`config.mk`:
```
export PLATFORM = sky130hd
export DESIGN_NAME = fir_highpass_37tap_unit
export DESIGN_NICKNAME = d
export VERILOG_FILES = /design/src/rtl/fhp_pkg.sv /design/src/rtl/fir_highpass_37tap_unit.sv
export VERILOG_INCLUDE_DIRS = /design/src /design/src/rtl
export SDC_FILE = /design/constraint.sdc
export NUM_CORES = 1
export LEC_CHECK = 0
export CORE_MARGIN = 8
export CORE_UTILIZATION = 60
export CTS_CLUSTER_SIZE = 10
export DETAILED_ROUTE_END_ITERATION = 10
export DONT_BUFFER_PORTS = 1
export PLACE_DENSITY = 0.76
export SLEW_MARGIN = 15
export SYNTH_ARGS = -nofsm -noshare
export SYNTH_HDL_FRONTEND = slang
export SYNTH_SLANG_ARGS = --single-unit
```
`constraint.sdc`:
```
create_clock -name clock -period 8.8 [get_ports clock]
set_input_delay 1.32 -clock clock [delete_from_list [all_inputs] [get_ports clock]]
set_output_delay 1.32 -clock clock [all_outputs]
set_load 0.02 [all_outputs]
```
`src/rtl/fir_highpass_37tap_unit_defines.svh`:
```
// Assertion macros for the FIR high-pass unit.
// Depends on nothing; included by the RTL files that carry assertions.
`ifndef FIR_HIGHPASS_37TAP_UNIT_DEFINES_SVH
`define FIR_HIGHPASS_37TAP_UNIT_DEFINES_SVH

// Same-cycle implication, skipped while reset is high.
`define FHP_ASSERT_NOW(label, clk, rst, ante, cons, msg) \
   label: assert property (@(posedge clk) disable iff (rst) (ante) |-> (cons)) \
      else $error(msg);

// Next-cycle implication, skipped while reset is high.
`define FHP_ASSERT_NEXT(label, clk, rst, ante, cons, msg) \
   label: assert property (@(posedge clk) disable iff (rst) (ante) |=> (cons)) \
      else $error(msg);

`endif

```
`src/rtl/fhp_pkg.sv`:
```
// Package for the FIR high-pass unit: sizes, coefficient ROM, state type.
// Depends on nothing.
package fhp_pkg;

   localparam int TAPS           = 37;
   localparam int SAMPLE_BITS    = 12;
   localparam int COEF_FRAC_BITS = 19;
   localparam int COEF_BITS      = 20;
   localparam int ROM_DEPTH      = 37;
   localparam int ACC_BITS       = 38;
   localparam int OUT_BITS       = 14;

   localparam int DLY_DEPTH    = TAPS - 1;
   localparam int PTR_BITS     = (DLY_DEPTH > 1) ? $clog2(DLY_DEPTH) : 1;
   localparam int TAP_BITS     = $clog2(TAPS);
   localparam int ROM_IDX_BITS = $clog2(ROM_DEPTH);
   localparam int PROD_BITS    = SAMPLE_BITS + 1 + COEF_BITS;
   localparam int SH_BITS      = ACC_BITS - COEF_FRAC_BITS;

   // Largest magnitudes of the signed result on each side.
   localparam int OUT_MAG_POS = (2 ** (OUT_BITS - 1)) - 1;
   localparam int OUT_MAG_NEG = 2 ** (OUT_BITS - 1);

   typedef logic signed [COEF_BITS-1:0] coef_type;

   // Symmetric Kaiser-Bessel high-pass design, Q1.19.
   localparam coef_type COEF_ROM [ROM_DEPTH] = '{
      -20'sd6,      20'sd40,      20'sd206,     20'sd431,     20'sd428,
      -20'sd225,    -20'sd1685,   -20'sd3331,   -20'sd3642,   -20'sd892,
      20'sd5372,    20'sd12902,   20'sd16569,   20'sd10207,   -20'sd10001,
      -20'sd42366,  -20'sd78888,  -20'sd107853, 20'sd405402,  -20'sd107853,
      -20'sd78888,  -20'sd42366,  -20'sd10001,  20'sd10207,   20'sd16569,
      20'sd12902,   20'sd5372,    -20'sd892,    -20'sd3642,   -20'sd3331,
      -20'sd1685,   -20'sd225,    20'sd428,     20'sd431,     20'sd206,
      20'sd40,      -20'sd6
   };

   typedef enum logic [1:0] {
      FHP_IDLE,
      FHP_MAC,
      FHP_DRAIN,
      FHP_FINISH
   } fhp_state_type;

   // Coefficient of a tap; taps past the ROM weigh zero.
   function automatic coef_type coef_at(input logic [TAP_BITS-1:0] k);
      coef_type c;
      c = '0;
      if (int'(k) < ROM_DEPTH) begin
         c = COEF_ROM[ROM_IDX_BITS'(k)];
      end
      return c;
   endfunction

endpackage

```
`src/rtl/fir_highpass_37tap_unit.sv`:
```
// Top level of the 37-tap direct-form FIR high-pass unit.
// Depends on fhp_pkg and fir_highpass_37tap_unit_defines.svh.
//
//   channel   direction  handshake            payload
//   req       in         req_valid/req_ready  req_adc_sample[11:0] unsigned
//   rsp       out        rsp_valid/rsp_ready  rsp_filtered_value[13:0] signed,
//                                             rsp_raw_sample[11:0] unsigned
//
// Flow: a request is taken only while idle, so the unit finishes one request
//   before it takes the next. The single shared multiplier walks all 37
//   taps, one per cycle; a drain step then empties the product register and
//   a finish step rounds, saturates and writes the delay-line memory.
// Reset: synchronous, active high; clears control, the write pointer and the
//   fill count, so unwritten delay-line entries read as zero history.
// Stalls: the response sits in its own register; a new request may be taken
//   while it waits, and the finish step holds until that register is free.
`include "fir_highpass_37tap_unit_defines.svh"

module fir_highpass_37tap_unit
   import fhp_pkg::*;
(
   input  logic                       clock,
   input  logic                       reset,
   input  logic                       req_valid,
   output logic                       req_ready,
   input  logic [SAMPLE_BITS-1:0]     req_adc_sample,
   output logic                       rsp_valid,
   input  logic                       rsp_ready,
   output logic signed [OUT_BITS-1:0] rsp_filtered_value,
   output logic [SAMPLE_BITS-1:0]     rsp_raw_sample
);

   // Control state
   fhp_state_type          state_ff, state_in;
   logic [TAP_BITS-1:0]    tap_ff, tap_in;
   logic [TAP_BITS-1:0]    fill_ff, fill_in;
   logic [PTR_BITS-1:0]    ptr_ff, ptr_in;
   logic [PTR_BITS-1:0]    rd_addr_ff, rd_addr_in;
   logic                   prod_valid_ff, prod_valid_in;
   logic                   rsp_valid_ff, rsp_valid_in;

   // Datapath
   logic [SAMPLE_BITS-1:0]     x_ff, x_in;
   logic signed [PROD_BITS-1:0] prod_ff, prod_in;
   logic signed [ACC_BITS-1:0]  acc_ff, acc_in;
   logic [OUT_BITS-1:0]        rsp_filt_ff, rsp_filt_in;
   logic [SAMPLE_BITS-1:0]     rsp_raw_ff, rsp_raw_in;

   // Delay-line memory: newest sample at ptr_ff, older ones below it.
   logic [SAMPLE_BITS-1:0] mem_ff [DLY_DEPTH];
   logic [SAMPLE_BITS-1:0] rd_data_ff;
   logic                   wr_en;
   logic [PTR_BITS-1:0]    ptr_next;

   // Rounding and saturation of the finished sum
   logic [ACC_BITS-1:0]    mag;
   logic [SH_BITS-1:0]     mag_sh;
   logic [SH_BITS-1:0]     neg_sh;
   logic [OUT_BITS-1:0]    y;
   logic [SAMPLE_BITS-1:0] operand;

   assign req_ready          = (state_ff == FHP_IDLE);
   assign rsp_valid          = rsp_valid_ff;
   assign rsp_filtered_value = $signed(rsp_filt_ff);
   assign rsp_raw_sample     = rsp_raw_ff;

   assign ptr_next = (ptr_ff == PTR_BITS'(DLY_DEPTH - 1)) ? '0 : ptr_ff + 1'b1;

   // Tap zero is the new sample; older taps come from memory, masked to zero
   // until the line has been filled that far.
   always_comb begin
      if (tap_ff == '0) begin
         operand = x_ff;
      end else if (tap_ff <= fill_ff) begin
         operand = rd_data_ff;
      end else begin
         operand = '0;
      end
   end

   // Truncate toward zero: shift the magnitude, then restore the sign.
   always_comb begin
      mag    = acc_ff[ACC_BITS-1] ? (~acc_ff + 1'b1) : acc_ff;
      mag_sh = mag[ACC_BITS-1:COEF_FRAC_BITS];
      neg_sh = ~mag_sh + 1'b1;
      if (acc_ff[ACC_BITS-1]) begin
         if (mag_sh > SH_BITS'(OUT_MAG_NEG)) begin
            y = OUT_BITS'(OUT_MAG_NEG);
         end else begin
            y = neg_sh[OUT_BITS-1:0];
         end
      end else begin
         if (mag_sh > SH_BITS'(OUT_MAG_POS)) begin
            y = OUT_BITS'(OUT_MAG_POS);
         end else begin
            y = mag_sh[OUT_BITS-1:0];
         end
      end
   end

   // Next state and datapath control
   always_comb begin
      state_in      = state_ff;
      tap_in        = tap_ff;
      fill_in       = fill_ff;
      ptr_in        = ptr_ff;
      rd_addr_in    = rd_addr_ff;
      x_in          = x_ff;
      prod_in       = prod_ff;
      prod_valid_in = 1'b0;
      acc_in        = prod_valid_ff ? (acc_ff + ACC_BITS'(prod_ff)) : acc_ff;
      rsp_valid_in  = rsp_valid_ff && !rsp_ready;
      rsp_filt_in   = rsp_filt_ff;
      rsp_raw_in    = rsp_raw_ff;
      wr_en         = 1'b0;

      unique case (state_ff)
         FHP_IDLE: begin
            if (req_valid) begin
               x_in       = req_adc_sample;
               tap_in     = '0;
               rd_addr_in = ptr_ff;
               acc_in     = '0;
               state_in   = FHP_MAC;
            end
         end
         FHP_MAC: begin
            prod_in       = $signed({1'b0, operand}) * coef_at(tap_ff);
            prod_valid_in = 1'b1;
            // Walk back toward older samples, wrapping at the bottom.
            rd_addr_in    = (rd_addr_ff == '0) ? PTR_BITS'(DLY_DEPTH - 1)
                                               : rd_addr_ff - 1'b1;
            tap_in        = tap_ff + 1'b1;
            if (tap_ff == TAP_BITS'(TAPS - 1)) begin
               state_in = FHP_DRAIN;
            end
         end
         FHP_DRAIN: begin
            state_in = FHP_FINISH;
         end
         FHP_FINISH: begin
            // Hold until the response register is free.
            if (!rsp_valid_ff || rsp_ready) begin
               rsp_valid_in = 1'b1;
               rsp_filt_in  = y;
               rsp_raw_in   = x_ff;
               wr_en        = 1'b1;
               ptr_in       = ptr_next;
               if (fill_ff != TAP_BITS'(DLY_DEPTH)) begin
                  fill_in = fill_ff + 1'b1;
               end
               state_in     = FHP_IDLE;
            end
         end
         default: begin
            state_in = FHP_IDLE;
         end
      endcase
   end

   always_ff @(posedge clock) begin
      if (reset) begin
         state_ff      <= FHP_IDLE;
         fill_ff       <= '0;
         ptr_ff        <= '0;
         prod_valid_ff <= 1'b0;
         rsp_valid_ff  <= 1'b0;
      end else begin
         state_ff      <= state_in;
         fill_ff       <= fill_in;
         ptr_ff        <= ptr_in;
         prod_valid_ff <= prod_valid_in;
         rsp_valid_ff  <= rsp_valid_in;
      end
   end

   always_ff @(posedge clock) begin
      tap_ff      <= tap_in;
      rd_addr_ff  <= rd_addr_in;
      x_ff        <= x_in;
      prod_ff     <= prod_in;
      acc_ff      <= acc_in;
      rsp_filt_ff <= rsp_filt_in;
      rsp_raw_ff  <= rsp_raw_in;
   end

   // Delay-line memory: one write port, one registered read port. Reads of
   // an item end before its write, so no forwarding is needed.
   always_ff @(posedge clock) begin
      if (wr_en) begin
         mem_ff[ptr_next] <= x_ff;
      end
      rd_data_ff <= mem_ff[rd_addr_ff];
   end

   `FHP_ASSERT_NOW(a_fill_bound, clock, reset, 1'b1, fill_ff <= TAP_BITS'(DLY_DEPTH),
      "delay-line fill count past its depth")
   `FHP_ASSERT_NEXT(a_start_clean, clock, reset, req_valid && req_ready,
      state_ff == FHP_MAC && tap_ff == '0 && acc_ff == '0,
      "accepted request did not start a clean accumulation")
   `FHP_ASSERT_NOW(a_drain_has_product, clock, reset, state_ff == FHP_DRAIN, prod_valid_ff,
      "last product missing while draining")
   `FHP_ASSERT_NOW(a_finish_settled, clock, reset, state_ff == FHP_FINISH, !prod_valid_ff,
      "product still pending at finish")

endmodule

```
==> metrics.md, run 1 <==
| Metric | Value |
|---|---|
| First-pass GRT wire length | roughly 140 mm |
| CTS Sinks | 581 |
| Die Height | around 260 um |
| Nets | 3176 |
| Status | complete, no violations |
| Core Area | around 57000 um2 |
| # fillers | just over 4000 |
| Ys async rst share | 0 |
| Post-synth top flop | edfxtp_1 |
| Final Critical Period | 8.25 ns |
| HP Start | acc_ff[17]$_DFF_P_ |
| CP Launch Type | flip-flop |
| Synth Register Bits | 581 |
| CTS Buf Count | 69 |
| Total vias in the final route | approximately 23000 |
| Share of layout cells above drive strength 1 | 0.116 |
| Fmax achieved | roughly 0.12 GHz |
| Mean Syn Cell Area | about 12 um2 |
| CP dominant cell by count | fa_1 |
| Post-Syn Instances | between 2000 and 3000 |
| Setup violators final | 0 |
| Netlist cell types | 83 |
| # DRC | 0 |
| Die X | around 260 um |
| Synthesized area | ~35000 um2 |
| CTS tree | done |
| Worst path arrival time | around 8.6 ns |
| TritonRoute pass-1 iters | 7 |
| Area of the die | ~66000 um2 |
| R2R Path Start | tap_ff[0]$_SDFFCE_PN0P_ |
| Max-slew violation count | 0 |
| Final Hold Violating Endpoints | 0 |
| Critical path's slowest cell | a22oi_1 |
| R2R setup slack | between 0.5 and 0.6 ns |
| Data required, critical path | between 9 and 10 ns |
| Critical path class | reg2reg |
| Hold-fix buffers at CTS | 0 |
| Clk_skew | 0.0559 ns |
| Most frequent cells in the layout | edfxtp_1 (515), inv_1 (318), nor2_1 (274), nand2_1 (220), fa_1 (219) |
| Grt total ovfl | 0 |
| Top-area cell type share of the netlist area | 0.445 |
| ANT nets after route | 0 |
| Deepest clock path buffer count | 3 |
| Root buffer cell | clkbuf_16 |
| Fin crit share | 0.937 |
| Setup TNS | 0 ns |
| Most common cell after layout, fill and taps aside | edfxtp_1 |
| Crit path largest cell delay | ~0.64 ns |
| DR vias/cell | approximately 6.3 |
| Hold Path Depth | 2 |
| Max_cap viols | 0 |
| Total area of sequential cells | 16800 um2 |
| Hpwl dp | around 58 mm |
| Synth-to-layout area growth | 8.77% |
| Initial Util | 0.605 |
| Ys Warns | 0 |
| Seq/Total Area, Yosys | 0.483 |
| Clk_lat worst skew | around 0.62 ns |
| Area of the multi-input gates | approximately 16000 um2 |
| Slew HR | 0.183 |
| H-tree depth | 3 |
| Post-synth top area cell | edfxtp_1 |
| Hold WC Path Type | reg2reg |
| Initial DRC Count | between 2000 and 2500 |
| Worst Path Max Fanout | 12 |
| RSZ-0062 raised after global routing | false |
| WL/cell | between 20 and 25 um |
| Synth top area cells | edfxtp_1 (44%), fa_1 (13%), mux4_2 (8.6%) |
| Global placer's final weighted congestion | around 0.92 |
| Post-Syn Nets | between 3000 and 4000 |
| Clock-pin slew on the worst setup and hold paths | roughly 0.05 ns |
| Rows | 88 |
| Initial antenna violation count | 2 |
| Post-CTS Setup Repair Bufs | 0 |
| Reg2Reg Depth | 25 |
| Hold EP | acc_ff[17]$_DFF_P_ |
| Worst Tran Pin Value | around 1.2 ns |
| RR Endpoint | prod_ff[32]$_DFFE_PP_ |
| IO buf count | 0 |
| Routed WL | between 80 and 90 mm |
| Nature of the critical path endpoint | flip-flop |
| Vias in the first global route | roughly 23000 |
| Io pins | 44 |
| Pin count of the biggest net entering global routing | 112 |
| Gr usage total | 0.265 |
| Post-synth EDFFs | approximately 520 |
[worst max-delay path: cells and delay by family (launching register included)]
kind	cells	cell delay, ns
AOI/OAI and AO/OA	7	1.93
xor gates and xnor gates	1	0.12
buffers and inverters	4	0.60
and+or+nand+nor	6	1.53
DFF	1	0.56
adders and majority gates	7	3.26
[how the worst max path moves through the flow]
stage,cells after the start,to,startpoint,slack [ns]
after floorplan,33,prod_ff[32]$_DFFE_PP_,tap_ff[0]$_SDFFCE_PN0P_,1.0
after global placement,25,prod_ff[32]$_DFFE_PP_,tap_ff[0]$_SDFFCE_PN0P_,0.42
after detailed placement,29,prod_ff[32]$_DFFE_PP_,tap_ff[0]$_SDFFCE_PN0P_,0.17
after CTS,29,prod_ff[32]$_DFFE_PP_,tap_ff[0]$_SDFFCE_PN0P_,0.14
after global routing,30,prod_ff[32]$_DFFE_PP_,tap_ff[0]$_SDFFCE_PN0P_,0.05
final,25,prod_ff[32]$_DFFE_PP_,tap_ff[0]$_SDFFCE_PN0P_,0.55
[Yosys cell counts (8+ instances only)]
cell	count
a211oi_1	18
mux4_2	133
a22o_1	8
o21ai_1	17
nor2_1	289
edfxtp_1	515
a22oi_1	12
nor2b_1	20
o21ai_0	89
inv_1	318
nand2b_1	24
nor3_1	31
mux2i_1	55
nand2_1	220
or3_1	11
buf_1	26
o21a_1	15
fa_1	219
a31oi_1	11
xnor2_1	65
ha_1	142
clkbuf_1	80
dfxtp_1	66
and3_1	14
xor2_1	21
a21oi_1	109
and2_1	10
nand4_1	17
a21o_1	35
nand3_1	44
[flip-flops by register name, summed over array words and instances (netlist names)]
register / cells
rsp_raw_sample: 12
rd_data_ff: 12
fill_ff: 6
rd_addr_ff: 6
x_ff: 12
mem_ff: 432
prod_ff: 33
rsp_filtered_value: 14
state_ff: 2
ptr_ff: 6
tap_ff: 6
acc_ff: 38
rsp_valid: 1
prod_valid_ff: 1
[routing by layer]
layer  vias to the layer above  routed length (um)  share of wire  GRT usage
li1                       9905                   -              -          -
met1                     11400               33100           0.38      0.334
met2                      1089               44500           0.51      0.458
met3                       242                6130          0.070     0.0415
met4                         2                3770          0.043      0.108
met5                         -                  13        0.00015          0
[cells by family after synthesis]
family,synth area share
flip-flops,0.483
multiplexers,0.103
AND/OR/NAND/NOR,0.0931
buffers and inverters,0.0495
XOR/XNOR,0.0217
adder cells (fa/ha/maj),0.177
AO/OA/AOI/OAI,0.0732
[repair_timing]
item / 4_1_cts / 5_1_grt
resized for setup: 0 / 6
hold endpoints to repair: 0 / 0
endpoints found under the setup margin: 0 / 5
[layout make-up]
class                      instances  area share
antenna                            1   0.0000661
multi-input combinational       1760       0.432
clock buffer                      89      0.0479
clock inverter                     9     0.00559
timing repair buffer              64      0.0130
sequential                       581       0.444
inverter                         323      0.0320
tap                              765      0.0253
[per-stage QoR]
step / hold WS [ns] / area, um2 / utilization / cells / setup WS (ns)
floorplan: 0.475 / 34800 / - / 2783 / 0.997
global placement: 0.507 / 35700 / 0.622 / 3493 / 0.424
detailed placement: 0.509 / 35700 / 0.622 / 3493 / 0.172
CTS: 0.532 / 37800 / 0.657 / 3591 / 0.136
global route: 0.561 / 37800 / 0.658 / 3592 / 0.0521
finish: 0.540 / 37800 / 0.658 / 3592 / 0.550
Power of run 1 is not shown: default switching activity piles up to over one toggle a cycle in this logic, so the estimate is an artifact.
==> run 2, diff against run 1 <==
--- a/config.mk
+++ b/config.mk
@@ -8,6 +8,7 @@
 export LEC_CHECK = 0
 export CORE_MARGIN = 8
 export CORE_UTILIZATION = 60
+export CTS_BUF_LIST = sky130_fd_sc_hd__clkbuf_4 sky130_fd_sc_hd__clkbuf_8
 export CTS_CLUSTER_SIZE = 10
 export DETAILED_ROUTE_END_ITERATION = 10
 export DONT_BUFFER_PORTS = 1
==> constraint.sdc (replaced) <==
create_clock -name clock -period 7.99 [get_ports clock]
set_input_delay 1.1985 -clock clock [delete_from_list [all_inputs] [get_ports clock]]
set_output_delay 1.1985 -clock clock [all_outputs]
set_load 0.02 [all_outputs]
==> metrics.md, run 2 (synthesis gave the netlist of run 1 again) <==
| Metric | Value |
|---|---|
| Placed Cells | 3525 |
| Critical path's slowest cell | fa_1 |
| Area of the die | about 66000 um2 |
| Final Critical Period | ~7.7 ns |
| Die Height | 257 um |
| Gr usage total | 0.257 |
| R2R setup slack | 0.34 ns |
| Io pins | 44 |
| R2R Path Start | fill_ff[1]$_SDFFE_PP0P_ |
| Reg2Reg Depth | 31 |
| Routed WL | 84.6 mm |
| Worst Path Max Fanout | 18 |
| H-tree depth | 3 |
| Initial DRC Count | ~2100 |
| Fmax achieved | roughly 0.13 GHz |
| Final Hold Violating Endpoints | 0 |
| CP Launch Type | flip-flop |
| Root buffer cell | clkbuf_8 |
| Setup TNS | 0 ns |
| Die X | roughly 260 um |
| First-pass GRT wire length | between 100 and 150 mm |
| CTS Sinks | ~580 |
| Initial antenna violation count | 0 |
| Slew HR | 0.197 |
| Vias in the first global route | between 20000 and 25000 |
| Clk_lat worst skew | ~0.7 ns |
| CTS Buf Count | slightly above 90 |
| Final worst slack | 0.340 ns |
| Crit path largest cell delay | 0.51 ns |
| Hold-fix buffers at CTS | 0 |
| ANT nets after route | 0 |
| Hpwl dp | 60.8 mm |
| Global placer's final weighted congestion | ~0.94 |
| Worst Setup SP | fill_ff[1]$_SDFFE_PP0P_ |
| Synth-to-layout area growth | 9.27% |
| Area of the multi-input gates | ~16000 um2 |
| Critical path class | reg2reg |
| Critical Path Stages | 31 |
| Fin cells | around 3700 |
| WL/cell | 22.9 um |
| Pre-CTS WS | -0.182 ns |
| Total vias in the final route | 22600 |
| Max_cap viols | 0 |
| Most frequent cells in the layout | edfxtp_1 (515), inv_1 (318), nor2_1 (281), nand2_1 (220), fa_1 (219) |
| # diodes | 0 |
| RR Endpoint | prod_ff[32]$_DFFE_PP_ |
| # fillers | roughly 4100 |
| Pin count of the biggest net entering global routing | 62 |
| Most common cell after layout, fill and taps aside | edfxtp_1 |
| Clk_skew | 0.0340 ns |
| Clock-pin slew on the worst setup and hold paths | approximately 0.060 ns |
| IO buf count | 0 |
| Worst path arrival time | ~8.1 ns |
| Core Area | 57500 um2 |
| Fin crit share | 0.957 |
| Top reg by flops | mem_ff |
| Buf/Inv on CP | 6 |
| Max-slew violation count | 0 |
| Status | complete, no violations |
| Max reg flops | between 400 and 500 |
| Initial Util | 0.605 |
| Hold WC Path Type | reg2reg |
| RSZ-0062 raised after global routing | true |
| TritonRoute pass-1 iters | 6 |
| CTS tree | done |
| Share of layout cells above drive strength 1 | 0.147 |
| # DRC | 0 |
| Nature of the critical path endpoint | flip-flop |
| Total area of sequential cells | 16800 um2 |
| Worst Setup EP | prod_ff[32]$_DFFE_PP_ |
| Grt total ovfl | 0 |
| Rows | around 90 |
| DR vias/cell | slightly above 6 |
| Biggest regs | mem_ff (432), acc_ff (38), prod_ff (33) |
| Worst Tran Pin Value | about 1.2 ns |
| Data required, critical path | 8.42 ns |
| Deepest clock path buffer count | 3 |
| Nets | about 3200 |
| Family with the most delay on the worst path | adder cells |
| Setup violators final | 0 |
| CP dominant cell by count | fa_1 |
==> run 2: changes by cell type in the layout (fill, tap and decap cells not counted), sizes merged <==
cell | before | now
clkinv | 9 | 36
buf | 64 | 97
clkbuf | 89 | 133
inv | 321 | 324
clkinvlp | 0 | 1
diode | 1 | 0
==> run 2: worst min path at each step <==
stage	from	to	slack, ns	depth (start not counted)
6_report	ptr_ff[1]$_SDFFE_PP0P_	ptr_ff[1]$_SDFFE_PP0P_	0.53	2
5_1_grt	reset	ptr_ff[3]$_SDFFE_PP0P_	0.54	1
4_1_cts	reset	ptr_ff[3]$_SDFFE_PP0P_	0.52	1
3_5_place_dp	ptr_ff[1]$_SDFFE_PP0P_	ptr_ff[1]$_SDFFE_PP0P_	0.51	2
3_3_place_gp	ptr_ff[1]$_SDFFE_PP0P_	ptr_ff[1]$_SDFFE_PP0P_	0.51	2
2_1_floorplan	ptr_ff[1]$_SDFFE_PP0P_	ptr_ff[1]$_SDFFE_PP0P_	0.47	2
==> run 2: layer usage <==
metal / global-route usage / part of all wire / vias to the layer above
met4: 0.114 / 0.044 / 0
met1: 0.330 / 0.39 / 11400
li1: - / - / 10100
met3: 0.0370 / 0.068 / 202
met2: 0.433 / 0.50 / 934
met5: 0 / 0 / -
==> run 2: cell type report <==
class | count | share of cell area
repair buffers | 97 | 0.0201
multi-input cells | 1760 | 0.430
clock inverters | 40 | 0.00767
inverters | 323 | 0.0319
well taps | 765 | 0.0252
flip-flops and latches | 581 | 0.442
clock buffers | 133 | 0.0432
==> run 2: worst reg2reg max path, delay by kind of cell, from the launching register on <==
family | cells | cell delay, ns
compound gates | 12 | 2.22
flops | 1 | 0.39
buf+inv | 6 | 0.61
simple gates | 5 | 0.95
xor+xnor | 1 | 0.12
fa+ha+maj | 7 | 3.12
==> run 2: per-stage QoR <==
step / utilization / area [um2] / hold WS (ns)
after CTS: 0.661 / 38000 / 0.517
after global routing: 0.661 / 38000 / 0.537
after floorplan: - / 34800 / 0.475
after global placement: 0.626 / 36000 / 0.505
final: 0.661 / 38000 / 0.527
after detailed placement: 0.627 / 36000 / 0.514
==> run 2: what timing repair did <==
| item | in CTS | in global routing |
|---|---|---|
| buffers inserted | 0 | 1 |
| pin swaps | 0 | 1 |
| resized for setup | 3 | 9 |
| endpoints found under the setup margin | 2 | 6 |
Power of run 2 is left out for the same reason.
